==> src/rtl/mpd_pkg.sv <==
// ----------------------------------------------------------------------------
// mpd_pkg
// Shared types, codes and defaults for the PS/2 mouse packet decoder.
// ----------------------------------------------------------------------------
package mpd_pkg;

  localparam int CURSOR_SIZE_DEF = 8;
  localparam int COUNT_WIDTH_DEF = 32;
  localparam int COORD_WIDTH_DEF = 13;

  localparam int SCREEN_W  = 13;
  localparam int SUM_W     = 32;
  localparam int CFG_IDX_W = 1;

  localparam logic [SCREEN_W-1:0] SCREEN_WIDTH_RST  = 13'd640;
  localparam logic [SCREEN_W-1:0] SCREEN_HEIGHT_RST = 13'd480;

  // register indexes
  localparam logic [CFG_IDX_W-1:0] CFG_SCREEN_WIDTH  = 1'b0;
  localparam logic [CFG_IDX_W-1:0] CFG_SCREEN_HEIGHT = 1'b1;

  // command codes
  localparam logic [1:0] FUNC_DATA       = 2'd0;
  localparam logic [1:0] FUNC_CLEAR_SUMS = 2'd1;
  localparam logic [1:0] FUNC_CLEAR_ALL  = 2'd2;

  localparam int SYNC_BIT = 3;

  // event counter slots
  localparam int CNT_LEFT    = 0;
  localparam int CNT_RIGHT   = 1;
  localparam int CNT_MIDDLE  = 2;
  localparam int CNT_PACKETS = 3;
  localparam int NUM_CNT     = 4;

  typedef enum logic [1:0] {
    POS_FIRST,
    POS_SECOND,
    POS_THIRD
  } pos_t;

  typedef struct packed {
    logic [1:0] func;
    logic [7:0] data_byte;
    logic       from_aux;
  } item_t;

  typedef struct packed {
    logic  valid;
    item_t item;
  } stage_t;

  typedef struct packed {
    logic                 valid;
    logic [CFG_IDX_W-1:0] index;
    logic [SCREEN_W-1:0]  data;
  } cfg_wr_t;

  // saturating add of a signed byte to a 32-bit signed total
  function automatic logic [SUM_W-1:0] sat_add(input logic [SUM_W-1:0] a,
                                               input logic [7:0] d);
    logic [SUM_W:0] s;
    s = {a[SUM_W-1], a} + {{(SUM_W-7){d[7]}}, d};
    if (s[SUM_W] != s[SUM_W-1]) begin
      return s[SUM_W] ? {1'b1, {(SUM_W-1){1'b0}}} : {1'b0, {(SUM_W-1){1'b1}}};
    end
    return s[SUM_W-1:0];
  endfunction

endpackage

==> src/rtl/mpd_in_reg.sv <==
// ----------------------------------------------------------------------------
// mpd_in_reg
// Input register: captures one item and holds it until the engine takes it.
// ----------------------------------------------------------------------------
module mpd_in_reg (
  input  logic           clk,
  input  logic           rst,
  input  logic           in_valid,
  output logic           in_stall,
  input  mpd_pkg::item_t in_item,
  input  logic           fire,
  output mpd_pkg::stage_t stage
);
  import mpd_pkg::*;

  logic accept;

  assign in_stall = stage.valid && !fire;
  assign accept   = in_valid && !in_stall;

  always_ff @(posedge clk) begin
    if (rst) begin
      stage.valid <= 1'b0;
    end else if (accept) begin
      stage.valid <= 1'b1;
    end else if (fire) begin
      stage.valid <= 1'b0;
    end
    if (accept) begin
      stage.item <= in_item;
    end
  end

endmodule

==> src/rtl/mpd_cfg.sv <==
// ----------------------------------------------------------------------------
// mpd_cfg
// Screen size registers and the registered cursor position bounds.
// ----------------------------------------------------------------------------
module mpd_cfg #(
  parameter int CURSOR_SIZE = mpd_pkg::CURSOR_SIZE_DEF,
  parameter int COORD_WIDTH = mpd_pkg::COORD_WIDTH_DEF
) (
  input  logic                   clk,
  input  logic                   rst,
  input  mpd_pkg::cfg_wr_t       wr,
  output logic [COORD_WIDTH-1:0] bound_x,
  output logic [COORD_WIDTH-1:0] bound_y
);
  import mpd_pkg::*;

  localparam int CMP_W = (COORD_WIDTH > SCREEN_W) ? COORD_WIDTH : SCREEN_W;
  localparam logic [SCREEN_W-1:0] CURSOR = SCREEN_W'(CURSOR_SIZE);
  localparam logic [CMP_W-1:0] COORD_MAX = CMP_W'({COORD_WIDTH{1'b1}});

  logic [SCREEN_W-1:0] screen_width;
  logic [SCREEN_W-1:0] screen_height;

  function automatic logic [COORD_WIDTH-1:0] bound_of(input logic [SCREEN_W-1:0] size);
    logic [CMP_W-1:0] m;
    m = (size > CURSOR) ? CMP_W'(size - CURSOR) : '0;
    if (m > COORD_MAX) begin
      m = COORD_MAX;
    end
    return m[COORD_WIDTH-1:0];
  endfunction

  always_ff @(posedge clk) begin
    if (rst) begin
      screen_width  <= SCREEN_WIDTH_RST;
      screen_height <= SCREEN_HEIGHT_RST;
    end else if (wr.valid) begin
      case (wr.index)
        CFG_SCREEN_WIDTH:  screen_width  <= wr.data;
        CFG_SCREEN_HEIGHT: screen_height <= wr.data;
        default: ;
      endcase
    end
  end

  always_ff @(posedge clk) begin
    bound_x <= bound_of(screen_width);
    bound_y <= bound_of(screen_height);
  end

endmodule

==> src/rtl/mpd_engine.sv <==
// ----------------------------------------------------------------------------
// mpd_engine
// Packet assembly, cursor tracking, totals and counters; result register.
// ----------------------------------------------------------------------------
module mpd_engine #(
  parameter int COUNT_WIDTH = mpd_pkg::COUNT_WIDTH_DEF,
  parameter int COORD_WIDTH = mpd_pkg::COORD_WIDTH_DEF
) (
  input  logic                    clk,
  input  logic                    rst,
  input  mpd_pkg::stage_t         stage,
  output logic                    fire,
  input  logic [COORD_WIDTH-1:0]  bound_x,
  input  logic [COORD_WIDTH-1:0]  bound_y,
  output logic                    out_valid,
  input  logic                    out_stall,
  output logic                    packet_done,
  output logic [COORD_WIDTH-1:0]  pos_x,
  output logic [COORD_WIDTH-1:0]  pos_y,
  output logic [2:0]              button_bits,
  output logic                    x_over,
  output logic                    y_over,
  output logic signed [31:0]      motion_x_sum,
  output logic signed [31:0]      motion_y_sum,
  output logic [COUNT_WIDTH-1:0]  left_count,
  output logic [COUNT_WIDTH-1:0]  right_count,
  output logic [COUNT_WIDTH-1:0]  middle_count,
  output logic [COUNT_WIDTH-1:0]  packets_seen
);
  import mpd_pkg::*;

  localparam int EXT_W = COORD_WIDTH + 2;

  pos_t pos, pos_next;
  logic is_byte, load_first, load_second, pkt;
  logic [7:0] first_byte, second_byte;
  logic [2:0] prior_buttons, buttons, fresh;
  logic [NUM_CNT-1:0] bump;
  logic [EXT_W-1:0] dx_ext, dy_ext, x_raw, y_raw;
  logic [COORD_WIDTH-1:0] x_next, y_next;
  logic [SUM_W-1:0] sum_x, sum_y, sum_x_next, sum_y_next;
  logic [COUNT_WIDTH-1:0] count [NUM_CNT];
  logic [COUNT_WIDTH-1:0] count_next [NUM_CNT];

  assign fire = stage.valid && (!out_valid || !out_stall);
  assign is_byte = (stage.item.func == FUNC_DATA) && stage.item.from_aux;

  // byte position within the packet
  always_comb begin
    pos_next    = pos;
    load_first  = 1'b0;
    load_second = 1'b0;
    pkt         = 1'b0;
    unique case (pos)
      POS_FIRST: begin
        if (is_byte && stage.item.data_byte[SYNC_BIT]) begin
          load_first = 1'b1;
          pos_next   = POS_SECOND;
        end
      end
      POS_SECOND: begin
        if (is_byte) begin
          load_second = 1'b1;
          pos_next    = POS_THIRD;
        end
      end
      POS_THIRD: begin
        if (is_byte) begin
          pkt      = 1'b1;
          pos_next = POS_FIRST;
        end
      end
      default: pos_next = POS_FIRST;
    endcase
  end

  always_ff @(posedge clk) begin
    if (rst) begin
      pos <= POS_FIRST;
    end else if (fire) begin
      pos <= pos_next;
    end
  end

  assign buttons = first_byte[2:0];
  assign fresh   = buttons & ~prior_buttons;
  assign bump    = {1'b1, fresh};

  // cursor motion: x follows dx, y grows downward so it takes -dy
  assign dx_ext = {{(EXT_W-8){second_byte[7]}}, second_byte};
  assign dy_ext = {{(EXT_W-8){stage.item.data_byte[7]}}, stage.item.data_byte};
  assign x_raw  = {2'b00, pos_x} + dx_ext;
  assign y_raw  = {2'b00, pos_y} - dy_ext;

  always_comb begin
    x_next = '0;
    y_next = '0;
    if (!x_raw[EXT_W-1]) begin
      x_next = (x_raw[EXT_W-2:0] > {1'b0, bound_x}) ? bound_x : x_raw[COORD_WIDTH-1:0];
    end
    if (!y_raw[EXT_W-1]) begin
      y_next = (y_raw[EXT_W-2:0] > {1'b0, bound_y}) ? bound_y : y_raw[COORD_WIDTH-1:0];
    end
  end

  // totals
  always_comb begin
    sum_x_next = sum_x;
    sum_y_next = sum_y;
    if (pkt) begin
      sum_x_next = sat_add(sum_x, second_byte);
      sum_y_next = sat_add(sum_y, stage.item.data_byte);
    end
    if (stage.item.func == FUNC_CLEAR_SUMS || stage.item.func == FUNC_CLEAR_ALL) begin
      sum_x_next = '0;
      sum_y_next = '0;
    end
  end

  // counters, saturating
  always_comb begin
    for (int k = 0; k < NUM_CNT; k++) begin
      count_next[k] = count[k];
      if (pkt && bump[k] && !(&count[k])) begin
        count_next[k] = count[k] + 1'b1;
      end
      if (stage.item.func == FUNC_CLEAR_ALL) begin
        count_next[k] = '0;
      end
    end
  end

  always_ff @(posedge clk) begin
    if (rst) begin
      first_byte    <= '0;
      second_byte   <= '0;
      prior_buttons <= '0;
      pos_x         <= '0;
      pos_y         <= '0;
      button_bits   <= '0;
      x_over        <= 1'b0;
      y_over        <= 1'b0;
      sum_x         <= '0;
      sum_y         <= '0;
      for (int k = 0; k < NUM_CNT; k++) begin
        count[k] <= '0;
      end
    end else if (fire) begin
      if (load_first) begin
        first_byte <= stage.item.data_byte;
      end
      if (load_second) begin
        second_byte <= stage.item.data_byte;
      end
      if (pkt) begin
        prior_buttons <= buttons;
        button_bits   <= buttons;
        x_over        <= first_byte[6];
        y_over        <= first_byte[7];
        pos_x         <= x_next;
        pos_y         <= y_next;
      end
      sum_x <= sum_x_next;
      sum_y <= sum_y_next;
      for (int k = 0; k < NUM_CNT; k++) begin
        count[k] <= count_next[k];
      end
    end
  end

  // result handshake; state only moves when a new result is loaded
  always_ff @(posedge clk) begin
    if (rst) begin
      out_valid <= 1'b0;
    end else if (fire) begin
      out_valid <= 1'b1;
    end else if (!out_stall) begin
      out_valid <= 1'b0;
    end
  end

  always_ff @(posedge clk) begin
    if (fire) begin
      packet_done <= pkt;
    end
  end

  assign motion_x_sum = sum_x;
  assign motion_y_sum = sum_y;
  assign left_count   = count[CNT_LEFT];
  assign right_count  = count[CNT_RIGHT];
  assign middle_count = count[CNT_MIDDLE];
  assign packets_seen = count[CNT_PACKETS];

endmodule

==> src/rtl/mouse_packet_decoder.sv <==
// ----------------------------------------------------------------------------
// mouse_packet_decoder
// PS/2 mouse three-byte packet decoder with cursor tracking and statistics.
// ----------------------------------------------------------------------------
//  channel | handshake            | payload
//  --------+----------------------+---------------------------------------------
//  in      | in_valid / in_stall  | func, data_byte, from_aux
//  out     | out_valid / out_stall| packet_done, pos_x/y, buttons, flags, totals
//  cfg     | cfg_valid / cfg_ready| cfg_index, cfg_data (screen width, height)
//
//  One item per cycle sustained while the output is not stalled; a result is
//  valid once its item has passed the input register, then the result register.
//  Synchronous reset clears the packet assembly, position, totals, counters
//  and restores the 640x480 screen size. A stalled result holds; the input
//  register keeps taking items until it is also full. cfg_ready is always high.
// ----------------------------------------------------------------------------
module mouse_packet_decoder #(
  parameter int CURSOR_SIZE = mpd_pkg::CURSOR_SIZE_DEF,
  parameter int COUNT_WIDTH = mpd_pkg::COUNT_WIDTH_DEF,
  parameter int COORD_WIDTH = mpd_pkg::COORD_WIDTH_DEF
) (
  input  logic                            clk,
  input  logic                            rst,
  input  logic                            in_valid,
  output logic                            in_stall,
  input  logic [1:0]                      func,
  input  logic [7:0]                      data_byte,
  input  logic                            from_aux,
  output logic                            out_valid,
  input  logic                            out_stall,
  output logic                            packet_done,
  output logic [COORD_WIDTH-1:0]          pos_x,
  output logic [COORD_WIDTH-1:0]          pos_y,
  output logic [2:0]                      button_bits,
  output logic                            x_over,
  output logic                            y_over,
  output logic signed [31:0]              motion_x_sum,
  output logic signed [31:0]              motion_y_sum,
  output logic [COUNT_WIDTH-1:0]          left_count,
  output logic [COUNT_WIDTH-1:0]          right_count,
  output logic [COUNT_WIDTH-1:0]          middle_count,
  output logic [COUNT_WIDTH-1:0]          packets_seen,
  input  logic                            cfg_valid,
  output logic                            cfg_ready,
  input  logic [mpd_pkg::CFG_IDX_W-1:0]   cfg_index,
  input  logic [mpd_pkg::SCREEN_W-1:0]    cfg_data
);
  import mpd_pkg::*;

  item_t                  in_item;
  stage_t                 stage;
  cfg_wr_t                cfg_wr;
  logic                   fire;
  logic [COORD_WIDTH-1:0] bound_x;
  logic [COORD_WIDTH-1:0] bound_y;

  assign in_item   = '{func: func, data_byte: data_byte, from_aux: from_aux};
  assign cfg_ready = 1'b1;
  assign cfg_wr    = '{valid: cfg_valid && cfg_ready, index: cfg_index, data: cfg_data};

  mpd_in_reg u_in_reg (
    .clk      (clk),
    .rst      (rst),
    .in_valid (in_valid),
    .in_stall (in_stall),
    .in_item  (in_item),
    .fire     (fire),
    .stage    (stage)
  );

  mpd_cfg #(
    .CURSOR_SIZE (CURSOR_SIZE),
    .COORD_WIDTH (COORD_WIDTH)
  ) u_cfg (
    .clk     (clk),
    .rst     (rst),
    .wr      (cfg_wr),
    .bound_x (bound_x),
    .bound_y (bound_y)
  );

  mpd_engine #(
    .COUNT_WIDTH (COUNT_WIDTH),
    .COORD_WIDTH (COORD_WIDTH)
  ) u_engine (
    .clk          (clk),
    .rst          (rst),
    .stage        (stage),
    .fire         (fire),
    .bound_x      (bound_x),
    .bound_y      (bound_y),
    .out_valid    (out_valid),
    .out_stall    (out_stall),
    .packet_done  (packet_done),
    .pos_x        (pos_x),
    .pos_y        (pos_y),
    .button_bits  (button_bits),
    .x_over       (x_over),
    .y_over       (y_over),
    .motion_x_sum (motion_x_sum),
    .motion_y_sum (motion_y_sum),
    .left_count   (left_count),
    .right_count  (right_count),
    .middle_count (middle_count),
    .packets_seen (packets_seen)
  );

endmodule

==> config.mk <==
export PLATFORM = sky130hd
export DESIGN_NAME = mouse_packet_decoder
export DESIGN_NICKNAME = d
export VERILOG_FILES = /design/src/rtl/mpd_pkg.sv /design/src/rtl/mpd_in_reg.sv /design/src/rtl/mpd_cfg.sv /design/src/rtl/mpd_engine.sv /design/src/rtl/mouse_packet_decoder.sv
export SDC_FILE = /design/constraint.sdc
export NUM_CORES = 1
export LEC_CHECK = 0
export ABC_AREA = 0
export BUFFER_PORTS_ARGS = -buffer_cell sky130_fd_sc_hd__buf_2
export CAP_MARGIN = 20
export CORE_MARGIN = 2
export CORE_UTILIZATION = 42
export DETAILED_ROUTE_END_ITERATION = 8
export GPL_ROUTABILITY_DRIVEN = 0
export PLACE_DENSITY_LB_ADDON = 0.1
export SLEW_MARGIN = 5
export SYNTH_ARGS = -nofsm -noshare
export SYNTH_HDL_FRONTEND = slang
export SYNTH_SLANG_ARGS = --single-unit
==> constraint.sdc <==
create_clock -name clk -period 4.1 [get_ports clk]
set_input_delay 1.23 -clock clk [delete_from_list [all_inputs] [get_ports clk]]
set_output_delay 1.23 -clock clk [all_outputs]
set_load 0.005 [all_outputs]
==> results of run 1 <==
metal layers:
layer,up-vias,track usage
met5,-,0
met4,0,0.0755
met3,80,0.0570
met2,350,0.360
met1,7468,0.267
li1,7953,-
layout make-up:
type	count	area [sq um]	share of cell area
flip-flops and latches	304	7490	0.340
clock inverters	11	97.6	0.00444
clock buffers	61	1210	0.0551
well taps	585	732	0.0333
inverters	82	308	0.0140
multi-input cells	1605	10500	0.476
diodes	5	12.5	0.000569
repair buffers	300	1670	0.0760
per-stage QoR:
step	utilization	total power, mW	hold WS (ns)	area, sq um
after global routing	0.508	7.73	0.484	22000
after floorplan	-	3.79	0.437	18500
final	0.508	7.42	0.458	22000
after global placement	0.476	4.01	0.444	20600
after detailed placement	0.476	4.01	0.447	20600
after CTS	0.507	7.52	0.456	21900
cells by family after synthesis:
family / Yosys count / share of synthesized area
AOI/OAI and AO/OA: 454 / 0.156
xor gates and xnor gates: 185 / 0.0875
adders and majority gates: 130 / 0.0894
buffers and inverters: 147 / 0.0339
DFF: 304 / 0.404
muxes: 44 / 0.0240
other: 1 / 0.000202
and+or+nand+nor: 791 / 0.205
worst register-to-register path, delay by kind of cell, from the launching register on:
kind	cells	cell delay, ns
AOI/OAI and AO/OA	6	1.20
xor gates and xnor gates	1	0.16
adders and majority gates	3	0.85
buffers and inverters	3	0.32
DFF	1	0.32
muxes	1	0.16
and+or+nand+nor	4	0.59
power groups by stage:
stage / registers [mW] / logic, mW / clock network (mW)
after floorplan: 3.45 / 0.332 / 0
after global placement: 3.47 / 0.538 / 0
after detailed placement: 3.47 / 0.543 / 0
after CTS: 3.41 / 0.547 / 3.56
after global routing: 3.43 / 0.613 / 3.69
final: 3.41 / 0.545 / 3.46
cells in the final DEF (no fill, tap or decap), types with 14 or more instances in the layout:
| cell | synthesis | layout |
|---|---|---|
| nand3_1 | 95 | 95 |
| nor3_1 | 50 | 49 |
| dfxtp_1 | 164 | 164 |
| ha_1 | 126 | 126 |
| o21ai_1 | 24 | 24 |
| a22o_1 | 29 | 29 |
| or3_1 | 25 | 24 |
| o211ai_1 | 19 | 19 |
| inv_1 | 82 | 81 |
| buf_4 | 1 | 41 |
| nor2_1 | 211 | 210 |
| nand4_1 | 32 | 32 |
| a31oi_1 | 14 | 14 |
| clkbuf_16 | 0 | 42 |
| xor2_1 | 96 | 96 |
| mux2i_1 | 42 | 42 |
| and2_1 | 17 | 17 |
| a21o_1 | 38 | 38 |
| nor2b_1 | 22 | 21 |
| buf_2 | 9 | 255 |
| nand2b_1 | 17 | 17 |
| o21ai_0 | 96 | 96 |
| nand2_1 | 224 | 224 |
| edfxtp_1 | 140 | 140 |
| xnor2_1 | 89 | 89 |
| a21oi_1 | 134 | 133 |
| and3_1 | 33 | 33 |
sequential cells by signal, summed over array words and instances (netlist names):
signal,cells
u_engine.count,128
u_engine.motion_x_sum,32
u_engine.motion_y_sum,32
u_cfg.bound_x,13
u_cfg.bound_y,13
u_cfg.screen_height,13
u_cfg.screen_width,13
u_engine.pos_x,13
u_engine.pos_y,13
u_in_reg.stage,12
u_engine.second_byte,8
u_engine.first_byte,5
u_engine.button_bits,3
u_engine.pos,2
u_engine.out_valid,1
u_engine.packet_done,1
u_engine.x_over,1
u_engine.y_over,1
worst max path at each step:
stage | startpoint | end | slack, ns | cells after the start
2_1_floorplan | u_in_reg.stage[8] | u_engine.pos_y[6] | 0.11 | 18
3_3_place_gp | u_engine.pos_y[0] | u_engine.pos_y[0] | 0.20 | 19
3_5_place_dp | u_engine.second_byte[0] | u_engine.pos_x[3] | 0.13 | 18
4_1_cts | u_engine.second_byte[0] | u_engine.pos_x[3] | 0.11 | 18
5_1_grt | u_engine.pos_y[0] | u_engine.pos_y[12] | 0.03 | 19
6_report | u_engine.pos_y[0] | u_engine.pos_y[9] | 0.34 | 18
==> impl_results.md, run 1 <==
- Clock-pin transition on the worst setup and hold timing paths: about 0.06 ns
- Post-synth top cells: 224 x nand2_1, 211 x nor2_1, 164 x dfxtp_1
- Synthesized area: ~19000 sq um
- Largest net degree at the start of global routing: between 60 and 70
- Via count: 15900
- Area grow syn2layout: 18.7%
- Slowest-stage cell, CP: fa_1
- Crit Path Category: reg2reg
- Total track usage: 0.215
- Part of the power in registers: 0.460
- DP HPWL: around 37000 um
- Combinational Power Share: 0.074
- Net Sw Power: 1.79 mW
- Wire length on met2: about 24000 um
- Syn Inst Count: just over 2000
- Asr flop ratio synth: 0
- Initial core utilization: 0.428
- Hold Fails Final Rpt: 0
- PortBufs: ~260
- DR WL met3: ~3200 um
- Flop-to-flop setup slack: around 0.34 ns
- Post-synth EDFFs: 140
- Final wirelength: slightly above 50000 um
- Critical path buffer and inverter count: 3
- Internal: about 5.6 mW
- Post-DR vias/cell: approximately 5.4
- MaxCap Viol Count: 0
- Sw Ratio: 0.242
- Achievable Freq: 266 MHz
- Die area: approximately 46000 sq um
- Relative slew margins: 0.437
- Post-synth top flop: dfxtp_1
- Actual slew at the worst max-slew pin: 0.838 ns
- Post-route insts no fill: approximately 3000
- Post-CTS resize count: 0
- Clock power frac: 0.467
- Syn nets: approximately 2200
- CTS tree: built
- RSZ-0062 raised after global routing: no
- R2R cell count: 18
- Drt wl/cell: roughly 17 um
- DRC Markers: 0
- CP required: about 4.5 ns
- WP data arrival: ~4.2 ns
- Area share of the largest cell type after synthesis: 0.227
- Postcts setup bufs: 0
- Num CTS Buffers: 39
- Layout cells sized above 1: 0.174
- Endpoint, Worst Hold: u_engine.x_over
- Type of origin of the critical path: flip-flop
- Slowest stage delay, CP: roughly 0.4 ns
- Net count, final: around 2500
- Crit Reg-Reg Startpoint: u_engine.pos_y[0]
- Vias in the first global route: 15200
- Family with the most delay on the worst path: compound AO/OA/AOI/OAI gates
- CP max FO: 13
- Fill cells: 4085
- Die width: about 210 um
- Worst r2r dst: u_engine.pos_y[9]
- CTS sink count: slightly above 300
- Area leader, netlist: edfxtp_1
- TNS Setup: 0 ns
- Cts hold-fix bufs: 0
- Highest routed layer: met4
- Lkg Pwr: around 9.6 nW
- Sequential-to-total area share from yosys stat: 0.404
- Core ar.: between 40000 and 50000 sq um
- Final setup fails: 0
- DRT antenna net count: 0
- Max rail drop VDD: ~0.00033 V
- Initial antenna violation count: 4
- Final Worst Setup Slack: between 0.3 and 0.4 ns
- Post-route minimum period: 3.76 ns
- Starting DRC count in detailed routing: 903
- H-tree levels: 2
- Largest cells by area after synthesis: edfxtp_1 23%, dfxtp_1 18%, ha_1 8.5%
- Latest clock arrival within the worst-skew pair: between 0.5 and 0.6 ns
- Wire length on met1: 21700 um
- Mean area per synthesized cell: between 9 and 10 sq um
- Die height: about 210 um
- Post-synthesis register bit count: a little over 300
- CP cell instances: inv_1 -> ha_1 -> inv_1 -> fa_1 -> a21o_1 -> a2111oi_4 -> o31ai_1 -> o21ai_0 -> nand2b_1 -> xnor2_1 -> ha_1 -> nand3_1 -> or2_2 -> a32oi_1 -> nor2_1 -> buf_4 -> mux2i_1 -> o21ai_0
- Dpl cells: approximately 2900
- Clock Path Buffers: 3
- Clk_skew: about 0.017 ns
- Global-route wire length before repair: around 81000 um
- Worst Hold Depth: 2
- Yosys cell types: 79
- First-pass DRT Iterations: 7
- Top-count cell post-synth: nand2_1
- PwrDens: approximately 340 nW/um^2
- Pre-CTS WS: 0.131 ns
- Yosys warning count: 0
- Clk Tree Root Cell: clkbuf_16
- Crit path capture type: flip-flop
- Hold_sp: u_engine.x_over
- Hold crit path type: reg2reg
- Final Cycle Share: 0.916
- Final max-slew violation count: 0
- I/O Pins: about 260
- GRT overflow: 0
- Status: finished, final reports clean
- Row cnt: 76
No activity file was read; power rests on OpenSTA's default activity.
==> run 2: changes to the inputs <==
--- a/config.mk
+++ b/config.mk
@@ -13,6 +13,7 @@
 export DETAILED_ROUTE_END_ITERATION = 8
 export GPL_ROUTABILITY_DRIVEN = 0
 export PLACE_DENSITY_LB_ADDON = 0.1
+export REMOVE_ABC_BUFFERS = 1
 export SLEW_MARGIN = 5
 export SYNTH_ARGS = -nofsm -noshare
 export SYNTH_HDL_FRONTEND = slang
==> constraint.sdc (replaced) <==
create_clock -name clk -period 4.1 [get_ports clk]
set_input_delay 1.23 -clock clk [delete_from_list [all_inputs] [get_ports clk]]
set_output_delay 1.23 -clock clk [all_outputs]
set_load 0.1 [all_outputs]
==> run 2 against run 1 <==
Sequential power is essentially flat. Critical endpoint is now u_engine.motion_y_sum[30]. Combinational power grew 89%. Routed wire length grew 0.26%. Clock power shrank 4%. First-iteration DRC count grew 7.5%. Non-clock buffer count grew 6. Global-route usage is essentially flat. Fmax shrank 0.67%. Final area is essentially flat. Clock skew grew 0.0031 ns. Clock-buffer cell count shrank 10. Largest power group is now sequential cells. Worst setup slack lost 0.025 ns.
==> impl_results.md, run 2 (synthesis gave the netlist of run 1 again) <==
- Total track usage: 0.215
- Drt wl/cell: 17.1 um
- Post-route minimum period: about 3.8 ns
- PwrDens: roughly 350 nW/um^2
- Cell area after layout: between 20000 and 25000 sq um
- WP data arrival: approximately 4.3 ns
- Post-DR vias/cell: 5.31
- DRT antenna net count: 0
- Final wirelength: just over 50000 um
- Core ar.: roughly 43000 sq um
- CTS sink count: ~300
- Relative slew margins: 0.459
- Footprint of the multi-input gates: 10500 sq um
- Fill cells: approximately 4100
- Final setup fails: 0
- Worst hold slack: ~0.47 ns
- CP max FO: 18
- Endpoint, Worst Hold: u_engine.motion_y_sum[18]
- Status: finished, final reports clean
- Actual slew at the worst max-slew pin: ~0.81 ns
- Clk Tree Root Cell: clkbuf_16
- Family with the most delay on the worst path: compound AO/OA/AOI/OAI gates
- Pre-CTS WS: 0.118 ns
- DP HPWL: 37300 um
- Hold crit path type: reg2reg
- Layout cells sized above 1: 0.175
- R2R cell count: 12
- Commonest non-fill, non-tap cells in the layout: 255 x buf_2, 224 x nand2_1, 210 x nor2_1
- First-pass DRT Iterations: 5
- Initial core utilization: 0.428
- CP required: 4.57 ns
- CP startpoint: u_in_reg.stage[8]
- H-tree levels: 2
- Slowest-stage cell, CP: or4_4
- Final Worst Setup Slack: ~0.32 ns
- Row cnt: 76
- CTS tree: built
- Biggest register: u_engine.count
- Area grow syn2layout: 18.6%
- Achievable Freq: between 200 and 300 MHz
- CP cell instances: buf_4 -> buf_4 -> ha_1 -> a21o_1 -> or4_4 -> a211o_1 -> a211oi_2 -> nor2_2 -> a31oi_4 -> o21a_2 -> o2111ai_2 -> o211ai_1
- Hold_sp: u_engine.motion_y_sum[18]
- Die width: ~210 um
- RSZ-0062 raised after global routing: no
- Hold Fails Final Rpt: 0
- Lkg Pwr: 9.57 nW
- Vias in the first global route: between 10000 and 15000
- Largest net degree at the start of global routing: 46
- Crit Path Category: reg2reg
- Flop-to-flop setup slack: 0.32 ns
- TNS Setup: 0 ns
- Crit path capture type: flip-flop
- Max rail drop VDD: ~0.00027 V
- I/O Pins: 257
- Final max-slew violation count: 0
- Via count: about 16000
- Die area: between 40000 and 50000 sq um
- Worst r2r dst: u_engine.motion_y_sum[30]
- Most common cell after layout, fill and taps aside: buf_2
- Global-route wire length before repair: a little over 80000 um
- Net count, final: roughly 2500
- MaxCap Viol Count: 0
- Num CTS Buffers: 38
- Final Cycle Share: 0.922
- Worst Hold Depth: 2
- Critical path buffer and inverter count: 2
- Crit Reg-Reg Startpoint: u_in_reg.stage[8]
- Register area: 7490 sq um
- Slowest stage delay, CP: 0.49 ns
- Latest clock arrival within the worst-skew pair: ~0.55 ns
- Most frequent CP cell: buf_4
- Clk_skew: approximately 0.020 ns
- Clock-pin transition on the worst setup and hold timing paths: 0.06 ns
- Type of origin of the critical path: flip-flop
- Starting DRC count in detailed routing: between 900 and 1000
- Clock Path Buffers: 3
- Largest register FFs: between 100 and 150
- DRC Markers: 0
- GRT overflow: 0
- Placed Area: ~21000 sq um
- Initial antenna violation count: 3
- PortBufs: about 260
- Die height: 214 um
-- run 2: changes by cell type in the layout (fill, tap and decap cells not counted), sizes merged --
cell / previous run / this run
bufinv: 1 / 0
clkinv: 7 / 16
buf: 300 / 306
inv: 85 / 82
clkinvlp: 0 / 3
clkbuf: 61 / 51
diode: 5 / 3
-- run 2: power breakdown --
part / total, mW / switching, mW / internal [mW]
clock network: 3.33 / 1.34 / 1.99
registers: 3.41 / 0.121 / 3.29
logic: 1.03 / 0.806 / 0.225
-- run 2: final cells by class --
type	instances	area share
multi-input combinational	1605	0.477
sequential	304	0.341
timing repair buffer	306	0.0778
clock buffer	51	0.0531
tap	585	0.0333
inverter	82	0.0140
clock inverter	19	0.00416
antenna	3	0.000342
-- run 2: worst max-delay path by stage --
stage                                      to  slack (ns)  depth (start not counted)
finish              u_engine.motion_y_sum[30]        0.32                         12
CTS                         u_engine.pos_x[2]         0.1                         18
global route                u_engine.pos_y[4]       0.006                         17
global placement            u_engine.pos_x[0]        0.24                         18
detailed placement          u_engine.pos_x[2]        0.12                         18
floorplan           u_engine.motion_y_sum[30]       -0.87                         10
-- run 2: worst reg2reg max path: cells and delay by family, from the launching register on --
kind	cells	cell delay, ns
DFF	1	0.38
and+or+nand+nor	2	0.62
AOI/OAI and AO/OA	7	1.89
buffers and inverters	2	0.45
adders and majority gates	1	0.36
-- run 2: metal layers --
metal / wire length [um] / vias up / GRT usage
met2: 23100 / 293 / 0.348
met3: 2560 / 78 / 0.0481
met4: 1430 / 0 / 0.0704
met1: 23300 / 7362 / 0.285
met5: 0 / - / 0
li1: - / 7957 / -
-- run 2: what timing repair did --
action                                  CTS  global route
setup buffers                             0             0
hold buffers                              0             0
resized for setup                         0             7
endpoints found under the setup margin    0            20
-- run 2: stage by stage --
step | utilization | total power [mW] | instances
floorplan | - | 4.26 | 1991
global placement | 0.478 | 4.50 | 2881
detailed placement | 0.478 | 4.51 | 2882
CTS | 0.507 | 7.87 | 2952
global route | 0.508 | 8.07 | 2955
finish | 0.508 | 7.77 | 2955
